## src/rtl/hex_text_byte_parser_core_macros.svh

```systemverilog
// Assertion macros for the hex text byte parser.
`ifndef HEX_TEXT_BYTE_PARSER_CORE_MACROS_SVH
`define HEX_TEXT_BYTE_PARSER_CORE_MACROS_SVH

// Same-cycle implication, checked on every rising edge outside reset.
`define HTBP_ASSERT_IMP(label, clk, rst_n, ante, cons) \
  label: assert property (@(posedge clk) disable iff (!rst_n) (ante) |-> (cons)) \
    else $error("hex parser assertion failed");

// Next-cycle implication, checked on every rising edge outside reset.
`define HTBP_ASSERT_NXT(label, clk, rst_n, ante, cons) \
  label: assert property (@(posedge clk) disable iff (!rst_n) (ante) |=> (cons)) \
    else $error("hex parser assertion failed");

`endif

```

## src/rtl/hexp_pkg.sv

```systemverilog
// Types, character codes and structs shared by the hex text byte parser.
`default_nettype none
package hexp_pkg;

  localparam logic [7:0] ChZero  = 8'h30;
  localparam logic [7:0] ChNine  = 8'h39;
  localparam logic [7:0] ChLowA  = 8'h61;
  localparam logic [7:0] ChLowF  = 8'h66;
  localparam logic [7:0] ChUpA   = 8'h41;
  localparam logic [7:0] ChUpF   = 8'h46;
  localparam logic [7:0] ChLowX  = 8'h78;
  localparam logic [7:0] ChUpX   = 8'h58;
  localparam logic [7:0] ChDash  = 8'h2D;
  localparam logic [7:0] ChComma = 8'h2C;
  localparam logic [7:0] ChColon = 8'h3A;
  localparam logic [7:0] ChSpace = 8'h20;
  localparam logic [7:0] ChTab   = 8'h09;
  localparam logic [7:0] ChCr    = 8'h0D;
  localparam logic [3:0] NibTen  = 4'd10;

  typedef enum logic [1:0] {
    PH_GAP    = 2'd0,
    PH_ZERO   = 2'd1,
    PH_PREFIX = 2'd2,
    PH_DIGITS = 2'd3
  } phase_e;

  typedef enum logic [2:0] {
    ST_OK     = 3'd0,
    ST_BAD    = 3'd1,
    ST_ODD    = 3'd2,
    ST_PREFIX = 3'd3,
    ST_EMPTY  = 3'd4
  } status_e;

  typedef struct packed {
    logic       is_hex;
    logic       is_sep;
    logic       is_zero;
    logic       is_x;
    logic [3:0] nibble;
  } char_class_t;

  typedef struct packed {
    phase_e     phase;
    logic [3:0] held_nibble;
    logic       half_byte;
    status_e    error_code;
    logic       byte_seen;
  } parse_state_t;

  localparam parse_state_t StateReset = '{
    phase:       PH_GAP,
    held_nibble: 4'd0,
    half_byte:   1'b0,
    error_code:  ST_OK,
    byte_seen:   1'b0
  };

  typedef struct packed {
    logic       byte_valid;
    logic [7:0] byte_value;
    logic       parse_done;
    status_e    parse_status;
  } parse_result_t;

endpackage
`default_nettype wire

```

## src/rtl/hexp_class.sv

```systemverilog
// Character classifier: hex digit value, separator, zero and x detection.
`default_nettype none
module hexp_class (
  input  wire logic [7:0]           char_i,
  output hexp_pkg::char_class_t     class_o
);
  import hexp_pkg::*;

  always_comb begin
    class_o = '0;
    class_o.is_zero = (char_i == ChZero);
    class_o.is_x    = (char_i == ChLowX) || (char_i == ChUpX);
    class_o.is_sep  = (char_i inside {[ChTab:ChCr], ChSpace, ChDash, ChComma, ChColon});
    if (char_i inside {[ChZero:ChNine]}) begin
      class_o.is_hex = 1'b1;
      class_o.nibble = 4'(char_i - ChZero);
    end else if (char_i inside {[ChLowA:ChLowF]}) begin
      class_o.is_hex = 1'b1;
      class_o.nibble = 4'(char_i - ChLowA) + NibTen;
    end else if (char_i inside {[ChUpA:ChUpF]}) begin
      class_o.is_hex = 1'b1;
      class_o.nibble = 4'(char_i - ChUpA) + NibTen;
    end
  end

endmodule
`default_nettype wire

```

## src/rtl/hexp_step.sv

```systemverilog
// Per-character parser update: next token state, formed byte and final status.
`default_nettype none
module hexp_step (
  input  wire hexp_pkg::parse_state_t  state_i,
  input  wire hexp_pkg::char_class_t   class_i,
  input  wire logic                    last_i,
  output hexp_pkg::parse_state_t       state_o,
  output hexp_pkg::parse_result_t      result_o
);
  import hexp_pkg::*;

  parse_state_t nxt;
  status_e      err_new;
  status_e      err_body;
  status_e      err_end;
  status_e      err_final;
  logic         formed;
  logic         formed_ok;
  logic [7:0]   value;
  logic         seen;

  always_comb begin
    nxt     = state_i;
    err_new = ST_OK;
    formed  = 1'b0;
    value   = 8'd0;

    case (state_i.phase)
      PH_GAP: begin
        if (class_i.is_sep) begin
          nxt.phase = PH_GAP;
        end else if (class_i.is_zero) begin
          nxt.phase       = PH_ZERO;
          nxt.held_nibble = 4'd0;
          nxt.half_byte   = 1'b1;
        end else if (class_i.is_hex) begin
          nxt.phase       = PH_DIGITS;
          nxt.held_nibble = class_i.nibble;
          nxt.half_byte   = 1'b1;
        end else begin
          err_new = ST_BAD;
        end
      end
      PH_ZERO: begin
        if (class_i.is_x) begin
          nxt.phase       = PH_PREFIX;
          nxt.held_nibble = 4'd0;
          nxt.half_byte   = 1'b0;
        end else if (class_i.is_hex) begin
          formed        = 1'b1;
          value         = {4'd0, class_i.nibble};
          nxt.phase     = PH_DIGITS;
          nxt.half_byte = 1'b0;
        end else begin
          err_new       = ST_ODD;
          nxt.phase     = PH_GAP;
          nxt.half_byte = 1'b0;
        end
      end
      PH_PREFIX: begin
        if (class_i.is_hex) begin
          nxt.phase       = PH_DIGITS;
          nxt.held_nibble = class_i.nibble;
          nxt.half_byte   = 1'b1;
        end else begin
          err_new   = ST_PREFIX;
          nxt.phase = PH_GAP;
        end
      end
      PH_DIGITS: begin
        if (class_i.is_hex) begin
          if (state_i.half_byte) begin
            formed        = 1'b1;
            value         = {state_i.held_nibble, class_i.nibble};
            nxt.half_byte = 1'b0;
          end else begin
            nxt.held_nibble = class_i.nibble;
            nxt.half_byte   = 1'b1;
          end
        end else begin
          if (state_i.half_byte) begin
            err_new = ST_ODD;
          end else if (!class_i.is_sep) begin
            err_new = ST_BAD;
          end
          nxt.phase     = PH_GAP;
          nxt.half_byte = 1'b0;
        end
      end
      default: begin
        nxt = state_i;
      end
    endcase

    // First error wins.
    err_body  = (state_i.error_code != ST_OK) ? state_i.error_code : err_new;
    formed_ok = formed && (err_body == ST_OK);
    seen      = state_i.byte_seen | formed_ok;
    nxt.error_code = err_body;
    nxt.byte_seen  = seen;

    // Close the open token at the end of the text.
    if ((nxt.phase == PH_ZERO) || ((nxt.phase == PH_DIGITS) && nxt.half_byte)) begin
      err_end = ST_ODD;
    end else if (nxt.phase == PH_PREFIX) begin
      err_end = ST_PREFIX;
    end else begin
      err_end = ST_OK;
    end
    err_final = (err_body != ST_OK) ? err_body : err_end;

    result_o.byte_valid   = formed_ok;
    result_o.byte_value   = formed_ok ? value : 8'd0;
    result_o.parse_done   = last_i;
    result_o.parse_status = ST_OK;
    if (last_i) begin
      if (err_final != ST_OK) begin
        result_o.parse_status = err_final;
      end else begin
        result_o.parse_status = seen ? ST_OK : ST_EMPTY;
      end
    end

    state_o = last_i ? StateReset : nxt;
  end

endmodule
`default_nettype wire

```

## src/rtl/hex_text_byte_parser_core.sv

```systemverilog
// Top level of the streaming hex text byte parser.
// Streaming hex byte parser: one text character enters per word on the input
// channel and exactly one result word leaves for it. Tokens are split by
// whitespace (tab through carriage return, space), '-', ',' or ':'; a token
// may open with 0x or 0X, digits may be either case, and each digit pair
// gives one byte (first digit is the high nibble). The first error is latched
// and byte_valid stays low after it; the word for the last character carries
// parse_done and the final status (0 ok, 1 bad character, 2 odd digit count,
// 3 prefix without digits, 4 no bytes), after which the parser starts a fresh
// text. Bytes leave as they form, so drop them all when the status is not ok.
// Throughput is one character per clock while the output is not stalled; each
// character passes through the input register and then the result register,
// with the classifier and state update between them. A stalled result holds
// while the input register still takes the next character if it is empty.
`default_nettype none
module hex_text_byte_parser_core (
  input  wire logic       clk_i,
  input  wire logic       rst_ni,
  input  wire logic       in_valid_i,
  output logic            in_stall_o,
  input  wire logic [7:0] in_text_char_i,
  input  wire logic       in_text_end_i,
  output logic            out_valid_o,
  input  wire logic       out_stall_i,
  output logic            out_byte_valid_o,
  output logic [7:0]      out_byte_value_o,
  output logic            out_parse_done_o,
  output logic [2:0]      out_parse_status_o
);
  import hexp_pkg::*;

  // Input register.
  logic          s1_valid_q;
  logic [7:0]    s1_char_q;
  logic          s1_last_q;
  logic          s1_adv;
  logic          in_take;

  // Token state and result register.
  parse_state_t  state_q;
  parse_state_t  state_d;
  char_class_t   char_class;
  parse_result_t result_d;
  parse_result_t result_q;
  logic          out_valid_q;

  // Advance the input word whenever the result register is free or drains.
  assign s1_adv     = s1_valid_q && !(out_valid_q && out_stall_i);
  assign in_stall_o = s1_valid_q && out_valid_q && out_stall_i;
  assign in_take    = in_valid_i && !in_stall_o;

  always_ff @(posedge clk_i or negedge rst_ni) begin
    if (!rst_ni) begin
      s1_valid_q <= 1'b0;
    end else if (in_take) begin
      s1_valid_q <= 1'b1;
    end else if (s1_adv) begin
      s1_valid_q <= 1'b0;
    end
  end

  always_ff @(posedge clk_i) begin
    if (in_take) begin
      s1_char_q <= in_text_char_i;
      s1_last_q <= in_text_end_i;
    end
  end

  hexp_class u_class (
    .char_i  (s1_char_q),
    .class_o (char_class)
  );

  hexp_step u_step (
    .state_i  (state_q),
    .class_i  (char_class),
    .last_i   (s1_last_q),
    .state_o  (state_d),
    .result_o (result_d)
  );

  // Commit the state only when the character moves into the result register.
  always_ff @(posedge clk_i or negedge rst_ni) begin
    if (!rst_ni) begin
      state_q <= StateReset;
    end else if (s1_adv) begin
      state_q <= state_d;
    end
  end

  always_ff @(posedge clk_i or negedge rst_ni) begin
    if (!rst_ni) begin
      out_valid_q <= 1'b0;
    end else if (s1_adv) begin
      out_valid_q <= 1'b1;
    end else if (!out_stall_i) begin
      out_valid_q <= 1'b0;
    end
  end

  always_ff @(posedge clk_i) begin
    if (s1_adv) begin
      result_q <= result_d;
    end
  end

  assign out_valid_o        = out_valid_q;
  assign out_byte_valid_o   = result_q.byte_valid;
  assign out_byte_value_o   = result_q.byte_value;
  assign out_parse_done_o   = result_q.parse_done;
  assign out_parse_status_o = 3'(result_q.parse_status);

`include "hex_text_byte_parser_core_macros.svh"

  // A failing status never rides with a fresh byte.
  `HTBP_ASSERT_IMP(a_err_no_byte, clk_i, rst_ni, out_valid_o && out_parse_done_o && (out_parse_status_o != 3'(ST_OK)), !out_byte_valid_o)
  // Status is reported only on the final word.
  `HTBP_ASSERT_IMP(a_status_on_done, clk_i, rst_ni, out_valid_o && !out_parse_done_o, out_parse_status_o == 3'(ST_OK))
  // The last character returns the parser to its reset state.
  `HTBP_ASSERT_NXT(a_end_resets, clk_i, rst_ni, s1_adv && s1_last_q, (state_q.phase == PH_GAP) && (state_q.error_code == ST_OK) && !state_q.byte_seen)
  // Stall the input only while a word waits in the input register.
  `HTBP_ASSERT_IMP(a_stall_needs_word, clk_i, rst_ni, in_stall_o, s1_valid_q && out_valid_q)

endmodule
`default_nettype wire

```

## config.mk

```make
export PLATFORM = sky130hd
export DESIGN_NAME = hex_text_byte_parser_core
export DESIGN_NICKNAME = d
export VERILOG_FILES = /design/src/rtl/hexp_pkg.sv /design/src/rtl/hexp_class.sv /design/src/rtl/hexp_step.sv /design/src/rtl/hex_text_byte_parser_core.sv
export VERILOG_INCLUDE_DIRS = /design/src /design/src/rtl
export SDC_FILE = /design/constraint.sdc
export NUM_CORES = 1
export LEC_CHECK = 0
export BUFFER_PORTS_ARGS = -buffer_cell sky130_fd_sc_hd__buf_2
export CORE_MARGIN = 8
export CORE_UTILIZATION = 55
export DETAILED_ROUTE_END_ITERATION = 8
export PLACE_DENSITY_LB_ADDON = 0.05
export SLEW_MARGIN = 10
export SYNTH_ARGS = -nofsm -noshare
export SYNTH_HDL_FRONTEND = slang
export SYNTH_SLANG_ARGS = --single-unit
```

## constraint.sdc

```tcl
create_clock -name clk_i -period 3.2 [get_ports clk_i]
set_clock_uncertainty 0.15 [all_clocks]
set_input_delay 0.16 -clock clk_i [delete_from_list [all_inputs] [get_ports clk_i]]
set_output_delay 0.16 -clock clk_i [all_outputs]
set_load 0.02 [all_outputs]
```

Word-level counts from Yosys, hierarchy flattened
Cells that the tools add are included.
{"block": "totals", "regBits": 35, "in_bits": 13, "output_inout_bits": 15, "elab_cells": 121}
{"block": "op_classes", "addsub": 5, "n_lt_le_gt_ge": 8, "n_eq_ne": 20, "muxes": 51, "bitwise_logic": 1, "n_reduce_logical": 23}
{"op": "$eq A8 B6 Y1 const B", "count": 5}
{"op": "$mux W4", "count": 7}
{"op": "$pmux W7 S4", "count": 1}
{"op": "$mux W3", "count": 9}
{"op": "$mux W8", "count": 3}
{"op": "$eq A8 B7 Y1 const B", "count": 2}
{"op": "$ge A8 B7 Y1 const B", "count": 2}
{"op": "$le A8 B7 Y1 const B", "count": 2}
{"op": "$mux W1", "count": 16}
{"op": "$pmux W8 S2", "count": 1}
{"op": "$ne A3 B3 Y1 const B", "count": 5}
{"op": "$mux W2", "count": 7}
{"op": "$mux W7", "count": 2}
{"op": "$pmux W3 S4", "count": 1}
{"op": "$sub A4 B1 Y4 const B", "count": 3}
{"op": "$logic_and A1 B1 Y1", "count": 11}
{"op": "$mux W11", "count": 1}
{"op": "$mux W5", "count": 2}
{"op": "$reduce_bool A3 Y1", "count": 3}
{"op": "$add A4 B4 Y4 const B", "count": 2}
{"op": "$eq A2 B2 Y1 const B", "count": 4}
{"op": "$ge A8 B4 Y1 const B", "count": 1}
{"op": "$ge A8 B6 Y1 const B", "count": 1}
{"op": "$le A8 B4 Y1 const B", "count": 1}
{"op": "13 further kinds", "count": 16}

Longest topological paths before layout
Gate-level depths: netlist (run 1).
{"block": "depth", "ltp_word": 16, "mapped_depth": 9, "mapped_depth_nobuf": 9}

Cells and area by module
Synthesis (run 1) repeated with hierarchy kept, for this count alone.
{"block": "unflattened", "hier_cells": 218, "hier_area_um2": 2237.1}
{"mod": "hex_text_byte_parser_core", "instances": 1, "cells_each": 53, "area_each_um2": 1212.4, "seq_area_each_um2": 985.9}
{"mod": "hexp_step", "instances": 1, "cells_each": 123, "area_each_um2": 701.9, "seq_area_each_um2": 0.0}
{"mod": "hexp_class", "instances": 1, "cells_each": 42, "area_each_um2": 322.8, "seq_area_each_um2": 0.0}

Worst setup path before layout (run 1)
OpenSTA, ideal clock, no wires.
{"block": "synth_path", "path_type": "register to register", "start": "register s1_char_q[0]", "end": "register result_q (netlist bit out_parse_status_o[2]), data pin", "setup_ps": 257, "t_arrival_ps": 2088, "required_time_ps": 2793, "path_slack_ps": 705, "path_stages_with_launch": 10, "path_buffers": 0, "period_less_slack_ps": 2495, "path_cell_list": "edfxtp_1 > inv_1 > ha_1 > nor3b_1 > and4bb_2 > a21oi_2 > or3_4 > inv_2 > nor3b_1 > a32o_1"}
{"block": "synth_between", "word_cells_on_any_way": 64, "classes_between": "order compare (8); eq/ne (10); mux (33); bitwise (1); reduce/logical (12)"}
{"item": "start: declaration", "line": "hex_text_byte_parser_core.sv:34", "text": "logic [7:0] s1_char_q;"}
{"item": "start signal: assignment", "line": "hex_text_byte_parser_core.sv:64", "text": "s1_char_q <= in_text_char_i;"}
{"item": "$ge A8 B7 Y1 / $le A8 B7 Y1 (equally long branches)", "line": "hexp_class.sv:20", "text": "end else if (char_i inside {[ChUpA:ChUpF]}) begin"}
{"item": "$logic_and A1 B1 Y1", "line": "hexp_class.sv:20"}
{"item": "$mux W1", "line": "hexp_class.sv:20"}
{"item": "$mux W1", "line": "hexp_class.sv:17", "text": "end else if (char_i inside {[ChLowA:ChLowF]}) begin"}
{"item": "$mux W1", "line": "hexp_class.sv:14", "text": "if (char_i inside {[ChZero:ChNine]}) begin"}
{"item": "$mux W1", "line": "hexp_step.sv:36", "text": "end else if (class_i.is_hex) begin"}
{"item": "$mux W1", "line": "hexp_step.sv:32", "text": "end else if (class_i.is_zero) begin"}
{"item": "$mux W3", "line": "hexp_step.sv:30", "text": "if (class_i.is_sep) begin"}
{"item": "$pmux W3 S4", "line": "hexp_step.sv:28", "text": "case (state_i.phase)"}
{"item": "$mux W3", "line": "hexp_step.sv:96", "text": "err_body = (state_i.error_code != ST_OK) ? state_i.error_code : err_new;"}
{"item": "$logic_not A3 Y1", "line": "hexp_step.sv:97", "text": "formed_ok = formed && (err_body == ST_OK);"}
{"item": "$logic_and A1 B1 Y1 *", "line": "hexp_step.sv:97"}
{"item": "named net u_step.formed_ok", "line": "hexp_step.sv:18", "text": "logic formed_ok;"}
{"item": "$or A1 B1 Y1 *", "line": "hexp_step.sv:98", "text": "seen = state_i.byte_seen | formed_ok;"}
{"item": "$mux W3 *", "line": "hexp_step.sv:120", "text": "result_o.parse_status = seen ? ST_OK : ST_EMPTY;"}
{"item": "$mux W3 *", "line": "hexp_step.sv:117", "text": "if (err_final != ST_OK) begin"}
{"item": "end signal: assignment", "line": "hex_text_byte_parser_core.sv:103", "text": "result_q <= result_d;"}
{"item": "end: declaration", "line": "hex_text_byte_parser_core.sv:44", "text": "parse_result_t result_q;"}
Mark *: on every way through the listed nets, which the timed path passes. The rest lies on a longest branch. The select of a mux whose other input is x is not followed.
A chain may end at the register's enable or synchronous reset.

Worst setup path after layout (run 1)
{"block": "layout_path", "start": "register s1_char_q[0]", "end": "register result_q (netlist bit out_parse_status_o[2]), data pin"}
{"block": "layout_between", "elab_chain_cells": 16, "word_cells_on_any_way": 64, "classes_between": "order compare (8); eq/ne (10); mux (33); bitwise (1); reduce/logical (12)"}
{"item": "$ge A8 B7 Y1 / $le A8 B7 Y1 (equally long branches)", "line": "hexp_class.sv:20"}
{"item": "$logic_and A1 B1 Y1", "line": "hexp_class.sv:20"}
{"item": "$mux W1", "line": "hexp_class.sv:20"}
{"item": "$mux W1", "line": "hexp_class.sv:17"}
{"item": "$mux W1", "line": "hexp_class.sv:14"}
{"item": "$mux W7", "line": "hexp_step.sv:36"}
{"item": "$mux W7", "line": "hexp_step.sv:32"}
{"item": "$mux W2", "line": "hexp_step.sv:30"}
{"item": "$pmux W7 S4", "line": "hexp_step.sv:28"}
{"item": "$eq A2 B2 Y1", "line": "hexp_step.sv:103", "text": "if ((nxt.phase == PH_ZERO) || ((nxt.phase == PH_DIGITS) && nxt.half_byte)) begin"}
{"item": "$logic_and A1 B1 Y1", "line": "hexp_step.sv:103"}
{"item": "$logic_or A1 B1 Y1", "line": "hexp_step.sv:103"}
{"item": "$mux W3", "line": "hexp_step.sv:103"}
{"item": "$mux W3", "line": "hexp_step.sv:110", "text": "err_final = (err_body != ST_OK) ? err_body : err_end;"}
{"item": "$reduce_bool A3 Y1", "line": "hexp_step.sv:117"}
{"item": "$mux W3 *", "line": "hexp_step.sv:117"}
Every way passes the cells marked *; elsewhere a longest branch is shown, timed or not. The select of a mux whose other input is x is not followed.

==> impl_metrics.env, run 1 <==
export IMPL_ys_flop_type="edfxtp_1"
export IMPL_io_buffers=27
export IMPL_power_density_mw_per_mm2=468
export IMPL_ys_seq_area_frac=0.549
export IMPL_hold_viol_final=0
export IMPL_most_common_layout_cells="buf_2 (27), edfxtp_1 (22), nor2_1 (13), dlygate4sd3_1 (13), dfrtp_1 (13)"
export IMPL_grt_overflow=0
export IMPL_hold_ws_ns=0.0766
export IMPL_n_fill_cell=225
export IMPL_p_leak_uw=0.000885
export IMPL_nets=218
export IMPL_grt_pass1_wl_um=6200
export IMPL_fmax_ghz=0.366
export IMPL_cts_sinks=35
export IMPL_cts_root_buf="clkbuf_4"
export IMPL_start_kind="flip-flop"
export IMPL_multi_input_area_um2=762
export IMPL_area_growth_pct=20.1
export IMPL_crit_type="reg -> reg"
export IMPL_h_tree_depth=2
export IMPL_maxSlewHeadroom=0.561
export IMPL_drt_pass1_iterations=4
export IMPL_synthTopCellsByArea="edfxtp_1 (37%), dfrtp_1 (18%), ha_1 (3.5%), nor2_1 (2.7%), a21oi_1 (2.5%)"
export IMPL_die_x_um=73.1
export IMPL_drt_wirelength_per_cell_um=15.0
export IMPL_synth_top_cell_area_share=0.368
export IMPL_post_dp_hpwl_um=2650
export IMPL_fin_crit_ns=2.73
export IMPL_synth_seq_cells=35
export IMPL_synthesis_area_mm2=0.00180
export IMPL_grt_pass1_vias=1372
export IMPL_status="finished, final reports clean"
export IMPL_layout_commonest_cell="buf_2"
export IMPL_grt_start_max_net_pins=20
export IMPL_fp_dieH_um=73.1
export IMPL_maxCapViolCount=0
export IMPL_worst_slew_pin_slew_ns=0.650
export IMPL_ys_warnings_count=0
export IMPL_synth_edf_count=22
export IMPL_cts_root_to_sink_buffers=2
export IMPL_critical_path_endpoint_type="flip-flop"
export IMPL_cp_required_ns=3.26
export IMPL_tritoncts="yes"
export IMPL_clkLatencyLatePin_ns=0.34
export IMPL_drt_initial_drc_count=101
export IMPL_arrival_ns=2.79
export IMPL_hp_class="in -> async"
export IMPL_grt_usage=0.148
export IMPL_peakVddDrop_mv=0.285
export IMPL_antenna_cells=0
export IMPL_setup_viol=0
export IMPL_ff2ff_setup_slack_ns=0.47
export IMPL_die_area_mm2=0.00535
export IMPL_place_congestion=0.840
export IMPL_drive_above_1_share=0.224
export IMPL_clk_pin_slew_ns=0.11
export IMPL_tns_ns=0
export IMPL_synth_top_area_cell="edfxtp_1"
export IMPL_fin_ws_ns=0.466
export IMPL_cp_max_fo=7
export IMPL_routed_wl_um=3690
export IMPL_drc=0
export IMPL_antenna_found_initial=0
export IMPL_synthCells=156
export IMPL_coreArea_mm2=0.00308
export IMPL_rows=20
export IMPL_cts_buffers=5
export IMPL_start_util=0.583
export IMPL_reg2reg_to="out_parse_status_o[2]"
export IMPL_final_min_period_over_clock_period=0.854
export IMPL_syn_area_per_cell_um2=11.5
export IMPL_reg2reg_depth=8
export IMPL_async_flop_share=0.371
export IMPL_via_count=1386
export IMPL_dp_slack_ns=0.496
export IMPL_via_per_inst=5.66
export IMPL_final_max_slew_viol_count=0
export IMPL_seq_area_um2=986
export IMPL_netlist_cell_type_count=52
export IMPL_antenna_left=0
export IMPL_rsz0062_at_grt="no"
export IMPL_regToRegStartpoint="s1_char_q[0]"
export IMPL_syn_num_nets=174
export IMPL_num_io_pins=28
==> registers in the layout, summed over array words and instances (netlist names) <==
signal and cells:
out_byte_value_o 8, out_parse_done_o 1, s1_last_q 1, out_valid_o 1
s1_valid_q 1, s1_char_q 8, out_parse_status_o 3, out_byte_valid_o 1
state_q 11
==> critical path: stages (launching register included) <==
cell      delay, ns
edfxtp_1       0.49
inv_1          0.17
ha_1           0.22
nand4b_1       0.13
o311ai_0       0.58
o21ai_0        0.21
a31oi_1        0.25
o31a_1         0.21
a32o_1         0.18
==> area by class of cell <==
cell class              count  share of cell area
clock buffers               6              0.0192
clock inverters             2             0.00406
repair buffers             41               0.127
multi-input cells         109               0.353
flip-flops and latches     35               0.457
well taps                  44              0.0255
inverters                   8              0.0139
==> what timing repair did <==
item / CTS / global route
hold endpoints to repair: 24 / 0
gates resized for setup: 0 / 0
buffers inserted: 0 / 0
hold buffers: 13 / 0
==> synth_stat cells (4+ instances only) <==
cell type and number:
and2_1 4, edfxtp_1 22, ha_1 5, nand2_1 8, and3_1 4, a21oi_1 9, inv_1 7, dfrtp_1 13
nand2b_1 4, nor2_1 13, a32o_1 4, o21ai_0 7
==> kinds of logic (layout without fill, tap and decap cells) <==
group | after synthesis | after routing | synth area share
and+or+nand+nor | 56 | 56 | 0.189
AOI/OAI and AO/OA | 44 | 44 | 0.181
DFF | 35 | 35 | 0.549
buffers and inverters | 12 | 57 | 0.0265
adders and majority gates | 5 | 5 | 0.0348
xor gates and xnor gates | 4 | 4 | 0.0195
==> metrics by stage <==
stage	instance area, um^2	cells	power (uW)	util
2_1_floorplan	1800	156	716	-
3_3_place_gp	1980	224	775	0.642
3_5_place_dp	1980	224	779	0.642
4_1_cts	2160	245	1010	0.700
5_1_grt	2160	245	1050	0.700
6_report	2160	245	1010	0.700
==> routing by layer <==
layer,wire length [um],vias up,global-route usage
met4,46,0,0.0556
met5,0,-,0
met2,1750,50,0.247
met3,291,5,0.0549
met1,1600,643,0.167
li1,-,688,-
==> power by group <==
part	total, uW	internal, uW	switching [uW]
sequential	568	527	41.0
combinational	216	93.5	123
clock	223	82.4	141
total	1010	703	305
==> worst max-delay path by stage <==
stage	start	cells after the start	end
6_report	s1_char_q[0]	8	out_parse_status_o[2]
5_1_grt	s1_char_q[0]	8	out_parse_status_o[2]
4_1_cts	s1_char_q[0]	9	out_parse_status_o[2]
3_5_place_dp	s1_char_q[0]	9	out_parse_status_o[2]
3_3_place_gp	s1_char_q[0]	8	out_parse_status_o[1]
2_1_floorplan	s1_char_q[0]	9	out_parse_status_o[2]
Power figures use the tool's default switching activity.
==> inputs of run 2 (changes only) <==
--- a/config.mk
+++ b/config.mk
@@ -7,8 +7,8 @@
 export NUM_CORES = 1
 export LEC_CHECK = 0
 export BUFFER_PORTS_ARGS = -buffer_cell sky130_fd_sc_hd__buf_2
-export CORE_MARGIN = 8
-export CORE_UTILIZATION = 55
+export CORE_MARGIN = 3
+export CORE_UTILIZATION = 30
 export DETAILED_ROUTE_END_ITERATION = 8
 export PLACE_DENSITY_LB_ADDON = 0.05
 export SLEW_MARGIN = 10
==> run 2 against run 1 <==
Compared with the run above: clock-buffer cell count is the same; register-to-register slack better by 0.02 ns; final cell count increased by 11%; final area increased by 2.6%; core utilization is 31 points lower; sequential cell count stayed put.
==> impl_metrics.env, run 2 (synthesized netlist as in run 1, its figures left out) <==
export IMPL_maxCapViolCount=0
export IMPL_peakVddDrop_mv=0.247
export IMPL_critical_path_endpoint_type="flip-flop"
export IMPL_power_density_mw_per_mm2=490
export IMPL_p_leak_uw=0.000894
export IMPL_most_common_layout_cells="buf_2 (27), edfxtp_1 (22), nor2_1 (13), dfrtp_1 (13), dlygate4sd3_1 (12)"
export IMPL_hold_viol_final=0
export IMPL_ff2ff_setup_slack_ns=0.49
export IMPL_hold_buffers=12
export IMPL_via_per_inst=5.22
export IMPL_cp_slowest_cell="edfxtp_1"
export IMPL_status="finished, final reports clean"
export IMPL_grt_pass1_vias=1444
export IMPL_h_tree_depth=2
export IMPL_drc=0
export IMPL_cts_sinks=35
export IMPL_worst_slew_pin_slew_ns=0.572
export IMPL_post_dp_hpwl_um=2910
export IMPL_start_util=0.318
export IMPL_antenna_left=0
export IMPL_placed_area_mm2=0.00201
export IMPL_largest_reg_flops=11
export IMPL_grt_usage=0.123
export IMPL_tritoncts="yes"
export IMPL_hp_class="in -> async"
export IMPL_tns_ns=0
export IMPL_start_kind="flip-flop"
export IMPL_rsz0062_at_grt="no"
export IMPL_top_register="state_q"
export IMPL_io_buffers=27
export IMPL_final_min_period_over_clock_period=0.848
export IMPL_cts_root_to_sink_buffers=2
export IMPL_area_growth_pct=23.2
export IMPL_cp_required_ns=3.09
export IMPL_crit_type="reg -> reg"
export IMPL_clkLatencyLatePin_ns=0.28
export IMPL_cp_top_family="simple AND/OR/NAND/NOR gates"
export IMPL_num_io_pins=28
export IMPL_cts_setup_buffers=0
export IMPL_reg2reg_depth=9
export IMPL_cp_slowest_stage_delay_ns=0.46
export IMPL_die_area_mm2=0.00695
export IMPL_arrival_ns=2.61
export IMPL_grt_pass1_wl_um=6820
export IMPL_setup_viol=0
export IMPL_cp_max_fo=7
export IMPL_regToRegStartpoint="s1_char_q[0]"
export IMPL_coreArea_mm2=0.00564
export IMPL_grt_overflow=0
export IMPL_die_x_um=83.4
export IMPL_final_max_slew_viol_count=0
export IMPL_drt_wirelength_per_cell_um=14.4
export IMPL_nets=217
export IMPL_fin_crit_ns=2.71
export IMPL_crit_top_cell="nor3b_1"
export IMPL_path_cells="inv_1 -> ha_1 -> nor3b_1 -> and4bb_2 -> a21oi_2 -> or3_4 -> inv_2 -> nor3b_1 -> a32o_1"
export IMPL_drt_initial_drc_count=61
export IMPL_worst_path_buf_inv=2
export IMPL_clk_pin_slew_ns=0.07
export IMPL_cts_buffers=5
export IMPL_reg2reg_to="out_parse_status_o[2]"
export IMPL_via_count=1420
export IMPL_fmax_ghz=0.368
export IMPL_rows=27
export IMPL_antenna_found_initial=0
export IMPL_grt_start_max_net_pins=20
export IMPL_layout_commonest_cell="buf_2"
export IMPL_utilization=0.392
export IMPL_drt_pass1_iterations=4
export IMPL_antenna_cells=0
export IMPL_cts_root_buf="clkbuf_8"
export IMPL_cts_resized_gates=0
export IMPL_place_congestion=0.828
export IMPL_routed_wl_um=3920
export IMPL_n_fill_cell=554
export IMPL_maxSlewHeadroom=0.615
export IMPL_design_area_mm2=0.00221
export IMPL_drive_above_1_share=0.225
export IMPL_fp_dieH_um=83.4
-- run 2: changes by cell type in the layout (fill, tap and decap cells not counted) --
| cell | change |
|---|---|
| dlygate4sd3_1 | -1 |
| clkbuf_8 | +5 |
| clkbuf_4 | -5 |
-- run 2: area by class of cell --
type	count	area (um^2)	share of cell area
Multi-Input combinational cell	109	762	0.344
Sequential cell	35	986	0.446
Inverter	8	30.0	0.0136
Tap cell	72	90.1	0.0407
Clock inverter	2	8.76	0.00396
Clock buffer	6	72.6	0.0328
Timing Repair Buffer	40	263	0.119
-- run 2: how the worst max path moves through the flow --
stage	startpoint	endpoint	slack (ns)	cells after the start
2_1_floorplan	s1_char_q[0]	out_parse_status_o[2]	0.71	9
3_3_place_gp	s1_char_q[0]	out_parse_status_o[2]	0.55	9
3_5_place_dp	s1_char_q[0]	out_parse_status_o[2]	0.49	9
4_1_cts	s1_char_q[0]	out_parse_status_o[2]	0.48	9
5_1_grt	s1_char_q[0]	out_parse_status_o[2]	0.28	8
6_report	s1_char_q[0]	out_parse_status_o[2]	0.49	9
-- run 2: power breakdown --
| group | total, uW | internal, uW | switching [uW] |
|---|---|---|---|
| clock network | 302 | 149 | 153 |
| registers | 570 | 528 | 41.4 |
| logic | 212 | 92.1 | 120 |
-- run 2: per-layer routing --
| layer | global-route usage | up-vias | part of all wire |
|---|---|---|---|
| met5 | 0 | - | 0 |
| met3 | 0.0377 | 7 | 0.053 |
| met1 | 0.149 | 684 | 0.43 |
| li1 | - | 684 | - |
| met4 | 0.0446 | 0 | 0.021 |
| met2 | 0.203 | 45 | 0.49 |
-- run 2: per-stage QoR --
step           hold slack [ns]  power [uW]  worst slack [ns]  cells
4_1_cts                  0.142        1100             0.480    272
3_3_place_gp           -0.0808         780             0.553    252
5_1_grt                  0.175        1160             0.283    272
6_report                 0.139        1080             0.486    272
3_5_place_dp           -0.0775         781             0.487    252
2_1_floorplan           -0.286         716             0.705    156
-- run 2: worst reg2reg max path, stage by stage, from the launching register on --
cell and delay, ns:
edfxtp_1 0.46, inv_1 0.15, ha_1 0.26, nor3b_1 0.15, and4bb_2 0.33, a21oi_2 0.11, or3_4 0.44, inv_2 0.12
nor3b_1 0.06, a32o_1 0.25
